**src/hdl/md5_pkg.sv**
```systemverilog
// ---------------------------------------------------------------------------
// md5_pkg
// Item types, initial chaining values and round constants for the md5 core.
// ---------------------------------------------------------------------------
package md5_pkg;

    // input item: one little-endian message word
    typedef struct packed {
        logic [31:0] message_word;
        logic [2:0]  byte_count;
        logic        last_word;
    } t_md5_in;

    // output item: one digest word
    typedef struct packed {
        logic [31:0] digest_word;
        logic [1:0]  word_index;
        logic        final_result;
    } t_md5_out;

    // initial chaining words a..d
    localparam logic [31:0] INIT_A = 32'h67452301;
    localparam logic [31:0] INIT_B = 32'hefcdab89;
    localparam logic [31:0] INIT_C = 32'h98badcfe;
    localparam logic [31:0] INIT_D = 32'h10325476;

    // pad byte placed right after the message
    localparam logic [31:0] PAD_BYTE = 32'h00000080;

    // buffer positions that hold the bit length
    localparam logic [3:0] POS_LEN_LO = 4'd14;
    localparam logic [3:0] POS_LEN_HI = 4'd15;

    // per-round additive constant
    function automatic logic [31:0] md5_sine(input logic [5:0] idx);
        logic [31:0] k;
        case (idx)
            6'd0:  k = 32'hd76aa478;  6'd1:  k = 32'he8c7b756;
            6'd2:  k = 32'h242070db;  6'd3:  k = 32'hc1bdceee;
            6'd4:  k = 32'hf57c0faf;  6'd5:  k = 32'h4787c62a;
            6'd6:  k = 32'ha8304613;  6'd7:  k = 32'hfd469501;
            6'd8:  k = 32'h698098d8;  6'd9:  k = 32'h8b44f7af;
            6'd10: k = 32'hffff5bb1;  6'd11: k = 32'h895cd7be;
            6'd12: k = 32'h6b901122;  6'd13: k = 32'hfd987193;
            6'd14: k = 32'ha679438e;  6'd15: k = 32'h49b40821;
            6'd16: k = 32'hf61e2562;  6'd17: k = 32'hc040b340;
            6'd18: k = 32'h265e5a51;  6'd19: k = 32'he9b6c7aa;
            6'd20: k = 32'hd62f105d;  6'd21: k = 32'h02441453;
            6'd22: k = 32'hd8a1e681;  6'd23: k = 32'he7d3fbc8;
            6'd24: k = 32'h21e1cde6;  6'd25: k = 32'hc33707d6;
            6'd26: k = 32'hf4d50d87;  6'd27: k = 32'h455a14ed;
            6'd28: k = 32'ha9e3e905;  6'd29: k = 32'hfcefa3f8;
            6'd30: k = 32'h676f02d9;  6'd31: k = 32'h8d2a4c8a;
            6'd32: k = 32'hfffa3942;  6'd33: k = 32'h8771f681;
            6'd34: k = 32'h6d9d6122;  6'd35: k = 32'hfde5380c;
            6'd36: k = 32'ha4beea44;  6'd37: k = 32'h4bdecfa9;
            6'd38: k = 32'hf6bb4b60;  6'd39: k = 32'hbebfbc70;
            6'd40: k = 32'h289b7ec6;  6'd41: k = 32'heaa127fa;
            6'd42: k = 32'hd4ef3085;  6'd43: k = 32'h04881d05;
            6'd44: k = 32'hd9d4d039;  6'd45: k = 32'he6db99e5;
            6'd46: k = 32'h1fa27cf8;  6'd47: k = 32'hc4ac5665;
            6'd48: k = 32'hf4292244;  6'd49: k = 32'h432aff97;
            6'd50: k = 32'hab9423a7;  6'd51: k = 32'hfc93a039;
            6'd52: k = 32'h655b59c3;  6'd53: k = 32'h8f0ccc92;
            6'd54: k = 32'hffeff47d;  6'd55: k = 32'h85845dd1;
            6'd56: k = 32'h6fa87e4f;  6'd57: k = 32'hfe2ce6e0;
            6'd58: k = 32'ha3014314;  6'd59: k = 32'h4e0811a1;
            6'd60: k = 32'hf7537e82;  6'd61: k = 32'hbd3af235;
            6'd62: k = 32'h2ad7d2bb;  6'd63: k = 32'heb86d391;
            default: k = 32'h00000000;
        endcase
        return k;
    endfunction

    // rotate amount, indexed by {stage, round[1:0]}
    function automatic logic [4:0] md5_shift(input logic [3:0] idx);
        logic [4:0] s;
        case (idx)
            4'd0:  s = 5'd7;   4'd1:  s = 5'd12;  4'd2:  s = 5'd17;  4'd3:  s = 5'd22;
            4'd4:  s = 5'd5;   4'd5:  s = 5'd9;   4'd6:  s = 5'd14;  4'd7:  s = 5'd20;
            4'd8:  s = 5'd4;   4'd9:  s = 5'd11;  4'd10: s = 5'd16;  4'd11: s = 5'd23;
            4'd12: s = 5'd6;   4'd13: s = 5'd10;  4'd14: s = 5'd15;  4'd15: s = 5'd21;
            default: s = 5'd0;
        endcase
        return s;
    endfunction

endpackage

```
**src/hdl/md5_message_digest.sv**
```systemverilog
// a body word that does not close a block is stored in the buffer; a word that
// fills a block starts 64 rounds on the round unit, then a chaining-add step
// throughput: one shared round unit does one md5 step per cycle, input held meanwhile
// last word: padding one word per cycle, one or two blocks, then four digest items
// reset: synchronous active low, restores initial chaining words and clears counts
// ---------------------------------------------------------------------------
// md5_message_digest
// Iterative md5 core: buffers 16 words, runs 64 rounds on a shared round unit,
// pads the final block and returns the four digest words.
// ---------------------------------------------------------------------------
module md5_message_digest
    import md5_pkg::*;
(
    input  logic     i_clk,
    input  logic     i_rst_n,
    input  logic     i_valid,
    input  t_md5_in  i_item,
    output logic     o_stall,
    output logic     o_valid,
    output t_md5_out o_item,
    input  logic     i_stall
);

    typedef enum logic [2:0] {
        S_IDLE,
        S_PAD,
        S_ROUND,
        S_FINAL,
        S_OUT
    } t_state;

    t_state      r_state;
    logic [31:0] r_chain [4];
    logic [31:0] r_buf [16];
    logic [3:0]  r_pos;
    logic [63:0] r_bit_len;
    logic [31:0] r_a, r_b, r_c, r_d;
    logic [5:0]  r_round;
    logic        r_need80;
    logic        r_lo_done;
    logic        r_padding;
    logic        r_finish;
    logic [1:0]  r_oidx;
    logic        r_out_valid;
    t_md5_out    r_out;

    logic        accept;
    logic [2:0]  cnt;
    logic [31:0] last_data;
    logic [31:0] pad_word;
    logic [31:0] f;
    logic [3:0]  g;
    logic [1:0]  stage;
    logic [31:0] sum;
    logic [31:0] rot;
    logic [4:0]  shamt;

    assign o_stall = (r_state != S_IDLE);
    assign accept  = i_valid && !o_stall;
    assign o_valid = r_out_valid;
    assign o_item  = r_out;

    // byte count clamp and the last message word, with the pad byte when it has room
    always_comb begin
        cnt = (i_item.byte_count > 3'd4) ? 3'd4 : i_item.byte_count;
        case (cnt[1:0])
            2'd1:    last_data = {16'h0000, 8'h80, i_item.message_word[7:0]};
            2'd2:    last_data = {8'h00, 8'h80, i_item.message_word[15:0]};
            2'd3:    last_data = {8'h80, i_item.message_word[23:0]};
            default: last_data = PAD_BYTE;
        endcase
        if (cnt == 3'd4) begin
            last_data = i_item.message_word;
        end
    end

    // padding word for the current buffer position
    always_comb begin
        if (r_need80) begin
            pad_word = PAD_BYTE;
        end else if (r_pos == POS_LEN_LO) begin
            pad_word = r_bit_len[31:0];
        end else if (r_pos == POS_LEN_HI && r_lo_done) begin
            pad_word = r_bit_len[63:32];
        end else begin
            pad_word = 32'h00000000;
        end
    end

    // shared round unit
    always_comb begin
        stage = r_round[5:4];
        case (stage)
            2'd0: begin
                f = (r_b & r_c) | (~r_b & r_d);
                g = r_round[3:0];
            end
            2'd1: begin
                f = (r_d & r_b) | (~r_d & r_c);
                g = 4'(r_round[3:0] * 4'd5 + 4'd1);
            end
            2'd2: begin
                f = r_b ^ r_c ^ r_d;
                g = 4'(r_round[3:0] * 4'd3 + 4'd5);
            end
            default: begin
                f = r_c ^ (r_b | ~r_d);
                g = 4'(r_round[3:0] * 4'd7);
            end
        endcase
        shamt = md5_shift({stage, r_round[1:0]});
        sum   = r_a + f + md5_sine(r_round) + r_buf[g];
        rot   = 32'(({sum, sum} << shamt) >> 32);
    end

    // sequencer, buffer, chaining words and output register
    always_ff @(posedge i_clk) begin
        if (!i_rst_n) begin
            r_state     <= S_IDLE;
            r_chain[0]  <= INIT_A;
            r_chain[1]  <= INIT_B;
            r_chain[2]  <= INIT_C;
            r_chain[3]  <= INIT_D;
            r_pos       <= 4'd0;
            r_bit_len   <= 64'd0;
            r_round     <= 6'd0;
            r_need80    <= 1'b0;
            r_lo_done   <= 1'b0;
            r_padding   <= 1'b0;
            r_finish    <= 1'b0;
            r_oidx      <= 2'd0;
            r_out_valid <= 1'b0;
        end else begin
            // output register drains outside the digest phase
            if (r_out_valid && !i_stall && r_state != S_OUT) begin
                r_out_valid <= 1'b0;
            end
            case (r_state)
                S_IDLE: begin
                    if (accept) begin
                        r_pos <= r_pos + 4'd1;
                        r_a   <= r_chain[0];
                        r_b   <= r_chain[1];
                        r_c   <= r_chain[2];
                        r_d   <= r_chain[3];
                        if (!i_item.last_word) begin
                            r_buf[r_pos] <= i_item.message_word;
                            r_bit_len    <= r_bit_len + 64'd32;
                            r_padding    <= 1'b0;
                            if (r_pos == 4'd15) begin
                                r_state <= S_ROUND;
                            end
                        end else begin
                            r_buf[r_pos] <= last_data;
                            r_bit_len    <= r_bit_len + {58'd0, cnt, 3'b000};
                            r_need80     <= (cnt == 3'd4);
                            r_padding    <= 1'b1;
                            r_state      <= (r_pos == 4'd15) ? S_ROUND : S_PAD;
                        end
                    end
                end
                S_PAD: begin
                    r_buf[r_pos] <= pad_word;
                    r_pos        <= r_pos + 4'd1;
                    r_need80     <= 1'b0;
                    r_a          <= r_chain[0];
                    r_b          <= r_chain[1];
                    r_c          <= r_chain[2];
                    r_d          <= r_chain[3];
                    if (r_pos == POS_LEN_LO && !r_need80) begin
                        r_lo_done <= 1'b1;
                    end
                    if (r_pos == POS_LEN_HI) begin
                        r_state <= S_ROUND;
                        if (r_lo_done && !r_need80) begin
                            r_finish <= 1'b1;
                        end
                    end
                end
                S_ROUND: begin
                    r_a     <= r_d;
                    r_d     <= r_c;
                    r_c     <= r_b;
                    r_b     <= r_b + rot;
                    r_round <= r_round + 6'd1;
                    if (r_round == 6'd63) begin
                        r_state <= S_FINAL;
                    end
                end
                S_FINAL: begin
                    r_chain[0] <= r_chain[0] + r_a;
                    r_chain[1] <= r_chain[1] + r_b;
                    r_chain[2] <= r_chain[2] + r_c;
                    r_chain[3] <= r_chain[3] + r_d;
                    r_oidx     <= 2'd0;
                    if (r_finish) begin
                        r_state <= S_OUT;
                    end else if (r_padding) begin
                        r_state <= S_PAD;
                    end else begin
                        r_state <= S_IDLE;
                    end
                end
                S_OUT: begin
                    // hand out one digest word each time the output register frees
                    if (!r_out_valid || !i_stall) begin
                        r_out_valid        <= 1'b1;
                        r_out.digest_word  <= r_chain[r_oidx];
                        r_out.word_index   <= r_oidx;
                        r_out.final_result <= (r_oidx == 2'd3);
                        r_oidx             <= r_oidx + 2'd1;
                        if (r_oidx == 2'd3) begin
                            r_state    <= S_IDLE;
                            r_chain[0] <= INIT_A;
                            r_chain[1] <= INIT_B;
                            r_chain[2] <= INIT_C;
                            r_chain[3] <= INIT_D;
                            r_pos      <= 4'd0;
                            r_bit_len  <= 64'd0;
                            r_lo_done  <= 1'b0;
                            r_padding  <= 1'b0;
                            r_finish   <= 1'b0;
                        end
                    end
                end
                default: begin
                    r_state <= S_IDLE;
                end
            endcase
        end
    end

`ifndef ASSERT_OFF
    // round counter rests at zero outside the round loop
    a_round_idle: assert property (@(posedge i_clk) disable iff (!i_rst_n)
        (r_state != S_ROUND) |-> (r_round == 6'd0))
        else $error("round counter not at zero outside rounds");

    // the last digest item and only it carries the final flag
    a_final_flag: assert property (@(posedge i_clk) disable iff (!i_rst_n)
        o_valid |-> (o_item.final_result == (o_item.word_index == 2'd3)))
        else $error("final flag does not match word index");

    // the pad byte always goes in before the length words
    a_pad_order: assert property (@(posedge i_clk) disable iff (!i_rst_n)
        r_need80 |-> !r_lo_done)
        else $error("length written before pad byte");

    // digest items are only produced after a finished message
    a_out_source: assert property (@(posedge i_clk) disable iff (!i_rst_n)
        (r_state == S_OUT) |-> r_finish)
        else $error("digest output without a finished message");
`endif

endmodule

```
**config.mk**
```make
export PLATFORM = sky130hd
export DESIGN_NAME = md5_message_digest
export DESIGN_NICKNAME = d
export VERILOG_FILES = /design/src/hdl/md5_pkg.sv /design/src/hdl/md5_message_digest.sv
export SDC_FILE = /design/constraint.sdc
export NUM_CORES = 2
export LEC_CHECK = 0
export BUFFER_PORTS_ARGS = -buffer_cell sky130_fd_sc_hd__buf_2
export CORE_MARGIN = 3
export CORE_UTILIZATION = 25
export CTS_BUF_LIST = sky130_fd_sc_hd__clkbuf_4 sky130_fd_sc_hd__clkbuf_8 sky130_fd_sc_hd__clkbuf_16
export DETAILED_ROUTE_END_ITERATION = 10
export GPL_TIMING_DRIVEN = 0
export SETUP_SLACK_MARGIN = 0.1
export SYNTH_ARGS = -nofsm -noshare
export SYNTH_HDL_FRONTEND = slang
export SYNTH_SLANG_ARGS = --single-unit
```
**constraint.sdc**
```tcl
create_clock -name i_clk -period 13.2 [get_ports i_clk]
set_input_delay 2.64 -clock i_clk [delete_from_list [all_inputs] [get_ports i_clk]]
set_output_delay 2.64 -clock i_clk [all_outputs]
set_load 0.005 [all_outputs]
```
======== Word level (Yosys, flattened, before mapping) ========
Memories as Yosys holds them, arrays and structs flattened. A register that Yosys moved wholly into a read port is not among the register bits.
Cells that the tools add are included.
word-level totals
  register bits ........................... 215
  bits in latches ......................... 0
  memory bits (writable) .................. 640
  ROM bits ................................ 2128
  input port bits ......................... 40
  output and inout bits ................... 37
  logic and storage cells ................. 202
  memories kept ........................... 4
memories
  memory            words  width  read ports  clocked after Yosys merged registers in  wr ports  RTL line                  RTL
  (name not given)  64     32     1           1                                        0         md5_pkg.sv:37             case (idx)
  r_buf             16     32     1           0                                        1         md5_message_digest.sv:34  logic [31:0] r_buf [16];
  r_chain           4      32     5           1                                        4         md5_message_digest.sv:33  logic [31:0] r_chain [4];
  (name not given)  16     5      1           1                                        0         md5_pkg.sv:78             case (idx)
operators by class
  add/sub/neg operators ................... 15
  $mul .................................... 3
  divide/modulo/power cells ............... 0
  order comparisons ....................... 1
  equality and inequality tests ........... 23
  shift operators ......................... 1
  multiplexer cells ....................... 88
  bitwise logic cells ..................... 22
  reduce and logical (&&, ||, !) cells .... 29
operator list
  kind                     count
  $mux W32                 18
  $pmux W32 S3             6
  $add A32 B32 Y32         8
  $mux W64                 4
  $and A32 B32 Y32         4
  $pmux W64 S2             1
  $or A32 B32 Y32          3
  $xor A32 B32 Y32         3
  $add A64 B6 Y64          1
  $add A64 B6 Y64 const B  1
  $not A32 Y32             2
  $shl A64 B5 Y64          1
  $mux W1                  34
  $mux W3                  8
  $pmux W4 S3              2
  $mux W4                  5
  $ne A2 B2 Y1 const B     8
  $reduce_and A4 Y1        4
  $pmux W3 S5              1
  $mux W6                  2
  $or A1 B1 Y1             10
  $reduce_and A3 Y1        3
  $reduce_bool A3 Y1       3
  $add A4 B1 Y4 const B    2
  25 further kinds         48

======== Longest topological paths before layout ========
  depth after elaboration ................. 10
  gate-level depth with buffers ........... 44
  mapped depth without buffers ............ 41

======== Least setup slack after synthesis ========
Ideal clock, no wire load.
  path type ............................... register -> register
  start point ............................. register r_round[1]
  end point ............................... register r_b[30], data pin
  library setup time ...................... 270 ps
  data arrival time ....................... 9760 ps
  required time ........................... 12930 ps
  path slack .............................. 3170 ps
  stages on the path, launching flop included .. 43
  path buffers ............................ 2
  clock period less this slack ............ 10030 ps
  cells stage by stage .................... dfxtp_1 inv_1 ha_1 fa_1 xnor3_1 o21ai_0 a21oi_1 nor2_1 buf_6 buf_1 mux2i_1 nor2_1 a21oi_1 fa_1 inv_1 ha_1 fa_1 a21oi_1 [... 7 more ...] mux4_2 mux2i_1 mux2_2 mux2i_1 ha_1 fa_1 a21o_1 a21oi_1 o21bai_1 a2111oi_0 o21bai_1 a21oi_1 a31oi_1 a211oi_1 o21bai_1 o31a_1 nand4b_1 or3b_2
between the ends
  word-level cells in the longest chain between the ends .. 8
  elaborated cells on any way between the ends .. 11
  classes of those cells .................. add/sub: 4; mul: 3; shift: 1; mux: 2; memory: 1
RTL lines
  element                                                RTL line                                              RTL
  from (decl)                                            md5_message_digest.sv:38                              logic [5:0] r_round;
  from (signal assigned)                                 md5_message_digest.sv:185                             r_round <= r_round + 6'd1;
  $mul A4 B2 Y4 / $mul A4 B3 Y4 (equally long branches)  md5_message_digest.sv:104, md5_message_digest.sv:100
  $add A4 B3 Y4 / $add A4 B1 Y4 (equally long branches)  md5_message_digest.sv:104, md5_message_digest.sv:100
  $pmux W4 S3 *                                          md5_message_digest.sv:93                              case (stage)
  $mem_v2 Z16 W32 *                                      --
  $add A32 B32 Y32 *                                     md5_message_digest.sv:112                             sum = r_a + f + md5_sine(r_round) + r_buf[g];
  $shl A64 B5 Y64 *                                      md5_message_digest.sv:113                             rot = 32'(({sum, sum} << shamt) >> 32);
  $add A32 B32 Y32 *                                     md5_message_digest.sv:184                             r_b <= r_b + rot;
  $pmux W32 S3 *                                         md5_message_digest.sv:138                             case (r_state)
  to (signal assigned)                                   md5_message_digest.sv:143                             r_b <= r_chain[1];
  to (signal assigned)                                   md5_message_digest.sv:167                             r_b <= r_chain[1];
  to (signal assigned)                                   md5_message_digest.sv:184
  to (decl)                                              md5_message_digest.sv:37                              logic [31:0] r_a, r_b, r_c, r_d;
Every way passes the cells marked *; elsewhere a longest branch is shown, timed or not.
A chain may end at the register's enable or synchronous reset.

======== Worst setup path in the final report ========
  start point ............................. register r_round[5]
  end point ............................... register r_b[30], data pin
between the ends
  word-level cells in the longest chain between the ends .. 8
  elaborated cells on any way between the ends .. 12
  classes of those cells .................. add/sub: 4; eq/ne: 2; shift: 1; mux: 3; reduce/logical: 1; memory: 1
RTL lines
  element                               RTL line
  $eq A2 B2 Y1 (tied with other cells)  md5_message_digest.sv:93
  $pmux W32 S3                          md5_message_digest.sv:93
  $add A32 B32 Y32 (2 in series)        md5_message_digest.sv:112
  $add A32 B32 Y32 *                    md5_message_digest.sv:112
  $shl A64 B5 Y64 *                     md5_message_digest.sv:113
  $add A32 B32 Y32 *                    md5_message_digest.sv:184
  $pmux W32 S3 *                        md5_message_digest.sv:138
Marked as above.

==> results.txt <==
- The run finished with clean final reports.
- Top fanout value on the critical path: 10
- RSZ-0062 raised after global routing: false
- Areal power density over the cells: 120 nW/um^2
- Seq/Total Area, Yosys: 0.479
- Entering global routing, the biggest net connects 29 pins.
- The highest layer touched by signal routing is met5.
- 77 I/O pins were placed.
* Kind of start point of the critical path: register
- Data arrival time of the critical path: 13060 ps
- Routability-driven placement finished with a final weighted congestion of 0.981.
- The root buffer cell chosen for the clock tree is sky130_fd_sc_hd__clkbuf_16.
* Area fraction of the dominant cell type after synthesis: 0.411
- Sum Neg Setup Slack: 0 ps
- Worst-case clock buffer depth: 3
* Clock Pin Slew Worst Setup and Hold Paths: 70 ps
- Slew at the pin closest to its max-slew limit: 1360 ps
* H-tree Lvls: 3
- Vertical die dimension: 471 um
- The first global-routing pass estimated 286000 um of wire.
* Total count of hold-check failures in the final report: 0
* Standard-cell rows: 169
* Count of warnings emitted by yosys: 0
* Later-pin clock latency in the skew report: 750 ps
* Crit path max-delay cell type: sky130_fd_sc_hd__a2111oi_1
* Placed Instances: 7982
- Type of destination of the critical path: register
- Dominant synthesized flop cell: sky130_fd_sc_hd__edfxtp_1
- Maximum vdd ir drop: 0.000106 V
- The tool flagged a number of max-cap violations equal to 0.
* Post-Synthesis Cell Area: 54000 um^2
* Total wire length: 197000 um
- After detailed routing, the met3 layer carries 15200 um of wire.
* Count of port buffers added during placement: 76
* Average size of a mapped cell: 10.7 um^2
- The count of final max-slew check failures is 0.
- Clock tree from TritonCTS: yes
* Fraction of layout cells with a size suffix above 1: 0.118
- The first routing iteration left 5111 violations.
* Post-detailed-route count of antenna-violating nets: 0
* Wire length the detailed router placed on met1: 85300 um
- Initial standard-cell utilization of the core: 0.253
- Fill cells in the final layout number 21800.
- Measured on the finished design, the core utilization comes to 0.292.
- Fraction of the cycle the final worst path needs: 0.955
- DRC Markers: 0
- Final #Nets: 5594
- The critical path is of the register to register type.
* Wire length on met2: 87600 um
- Synthesis instantiated 91 different standard cells from the library.
- Detail Placement HPWL: 148000 um
- After technology mapping, the gate count stands at 5026.
- Relative slew slack: 0.0904
* Final Hold Slack: 501 ps
- Overall die area: 222000 um^2
- Antenna violations before repair: 10
- Synthesis produced a netlist with a net count of 5357.
- The biggest area contributor in the post-synthesis netlist is sky130_fd_sc_hd__edfxtp_1.
* Layout-stage area growth over the synthesis result: 15.5%
* Lkg Pwr: 22.1 nW
- Count of state elements after synthesis: 921
- Final setup violation count: 0
- Horizontal die dimension: 471 um
- The number of global-route vias before repair came to 41300.
- Fraction of synthesis flops using an asynchronous set or reset pin: 0
- Buffers inserted during clock tree synthesis total 100.
- Core Region: 213000 um^2
- Number of sinks on the clock net: 921
- Top cells by area in the synthesized netlist: sky130_fd_sc_hd__edfxtp_1 41%, sky130_fd_sc_hd__mux4_2 6.8%, sky130_fd_sc_hd__dfxtp_1 6.7%
- For the worst setup path, the data required time is 13660 ps.
* Non-filler instance count after layout: 8175
- Total routing usage reported by global routing: 0.172
* Hold/Removal Path Class: register to register
* Number of enable flip-flop cells after synthesis: 739
* Routed wirelength normalized by instance count: 24.1 um
- Overall via count from detail_route: 43100
* Cts-stage hold buffer count: 0
* Delay contributed by the slowest stage of the critical path: 560 ps
* Max Freq: 79.3 MHz
- Initial DRT Pass Iterations: 6
- Final Total Pwr: 7.51 mW
- Clock skew after layout: 54.6 ps
* Overflow left after global routing: 0
* Count of buffers added by post-CTS timing repair for setup: 0
- Minimum period implied by the final worst setup slack: 12610 ps
* Number of vias per cell after detailed routing: 5.27
Yosys cell counts, types with 24 or more instances:
library cell	instances
sky130_fd_sc_hd__edfxtp_1	739
sky130_fd_sc_hd__nand2_1	651
sky130_fd_sc_hd__o21ai_0	396
sky130_fd_sc_hd__nor2_1	363
sky130_fd_sc_hd__a21oi_1	333
sky130_fd_sc_hd__ha_1	221
sky130_fd_sc_hd__clkbuf_1	217
sky130_fd_sc_hd__inv_1	209
sky130_fd_sc_hd__dfxtp_1	182
sky130_fd_sc_hd__mux4_2	164
sky130_fd_sc_hd__xnor2_1	131
sky130_fd_sc_hd__xor2_1	104
sky130_fd_sc_hd__nand3_1	98
sky130_fd_sc_hd__mux2i_1	90
sky130_fd_sc_hd__a21o_1	80
sky130_fd_sc_hd__a211oi_1	77
sky130_fd_sc_hd__fa_1	70
sky130_fd_sc_hd__a31oi_1	69
sky130_fd_sc_hd__nor3_1	63
sky130_fd_sc_hd__o211ai_1	56
sky130_fd_sc_hd__mux2_2	55
sky130_fd_sc_hd__buf_1	46
sky130_fd_sc_hd__and3_1	44
sky130_fd_sc_hd__or2_2	42
sky130_fd_sc_hd__nand2b_1	36
sky130_fd_sc_hd__or3_1	35
sky130_fd_sc_hd__nor2b_1	33
sky130_fd_sc_hd__a22oi_1	32
sky130_fd_sc_hd__o21a_1	28
sky130_fd_sc_hd__and2_1	24
flip-flops by register name, summed over array words and instances (netlist names), 6 cells and up, named ones only:
signal,flops
r_round,6
r_bit_len,61
r_b,32
o_item,35
r_a,32
r_c,32
r_chain,128
r_d,32
r_buf,512
worst max-delay path, delay by kind of cell, from the launching register on:
kind            cells  cell delay, ps
compound gates     19            5810
buf+inv             5            1710
mux                 6            1580
fa+ha+maj           4            1520
simple gates        5            1190
flops               1             420
layout make-up:
class	count	area (um^2)	area share
Tap cell	2821	3530	0.0566
Buffer	272	1070	0.0172
Multi-Input combinational cell	3616	26400	0.424
Inverter	217	815	0.0131
Clock inverter	68	658	0.0106
Antenna cell	4	10.0	0.000161
Timing Repair Buffer	135	1260	0.0202
Clock buffer	121	2730	0.0437
Sequential cell	921	25800	0.414
what timing repair did:
action                     in CTS  in global routing
pin swaps                       0                  1
resized for setup               8                 34
setup endpoints to repair       3                  6
through the flow:
| stage | worst slack, ps | cell area, um^2 |
|---|---|---|
| 6_report | 593 | 62300 |
| 5_1_grt | 116 | 62300 |
| 4_1_cts | 186 | 62300 |
| 3_5_place_dp | -303 | 58900 |
| 3_3_place_gp | -900 | 57900 |
| 2_1_floorplan | 3170 | 54000 |
where the power goes:
part | total, mW | leakage (nW) | internal (mW) | switching [mW]
sequential | 3.20 | 7.96 | 3.17 | 0.0266
clock | 2.88 | 1.64 | 1.64 | 1.24
combinational | 1.43 | 12.5 | 0.533 | 0.898
routing by layer:
layer	track usage	vias up
met1	0.235	21400
li1	-	19200
met5	0	-
met4	0.0746	2
met3	0.0280	422
met2	0.267	2065
logic make-up (layout without fill, tap and decap cells):
group	count (synthesis)	in the layout	synth area share
simple gates	1464	1464	0.120
compound gates	1306	1306	0.150
flops	921	921	0.479
buf+inv	489	813	0.0345
mux	317	317	0.0994
fa+ha+maj	291	291	0.0772
xor+xnor	238	238	0.0394
other cells	0	4	0
cell usage in the layout, fill, tap and decap left out, drive strengths merged, types with 63 or more instances in the layout:
cell type / netlist / routed
a21o: 80 / 80
xor2: 104 / 104
ha: 221 / 221
mux4: 168 / 168
a21oi: 333 / 333
inv: 211 / 214
a211oi: 78 / 78
edfxtp: 739 / 739
mux2i: 90 / 90
a31oi: 69 / 69
clkbuf: 217 / 341
xnor2: 131 / 131
buf: 55 / 186
dfxtp: 182 / 182
fa: 70 / 70
nor2: 365 / 365
nand3: 98 / 98
nand2: 651 / 651
o21ai: 398 / 398
nor3: 63 / 63
final timing paths:
path         slack (ps)  cells after the start                     end                     from
min reg2reg         500                      2  r_padding$_SDFFE_PN0P_   r_padding$_SDFFE_PN0P_
min                 500                      2  r_padding$_SDFFE_PN0P_   r_padding$_SDFFE_PN0P_
max reg2reg         590                     39       r_b[30]$_DFFE_PP_  r_round[5]$_SDFFE_PN0P_
max                 590                     39       r_b[30]$_DFFE_PP_  r_round[5]$_SDFFE_PN0P_
Note: power is estimated with default switching activity, not from simulation.
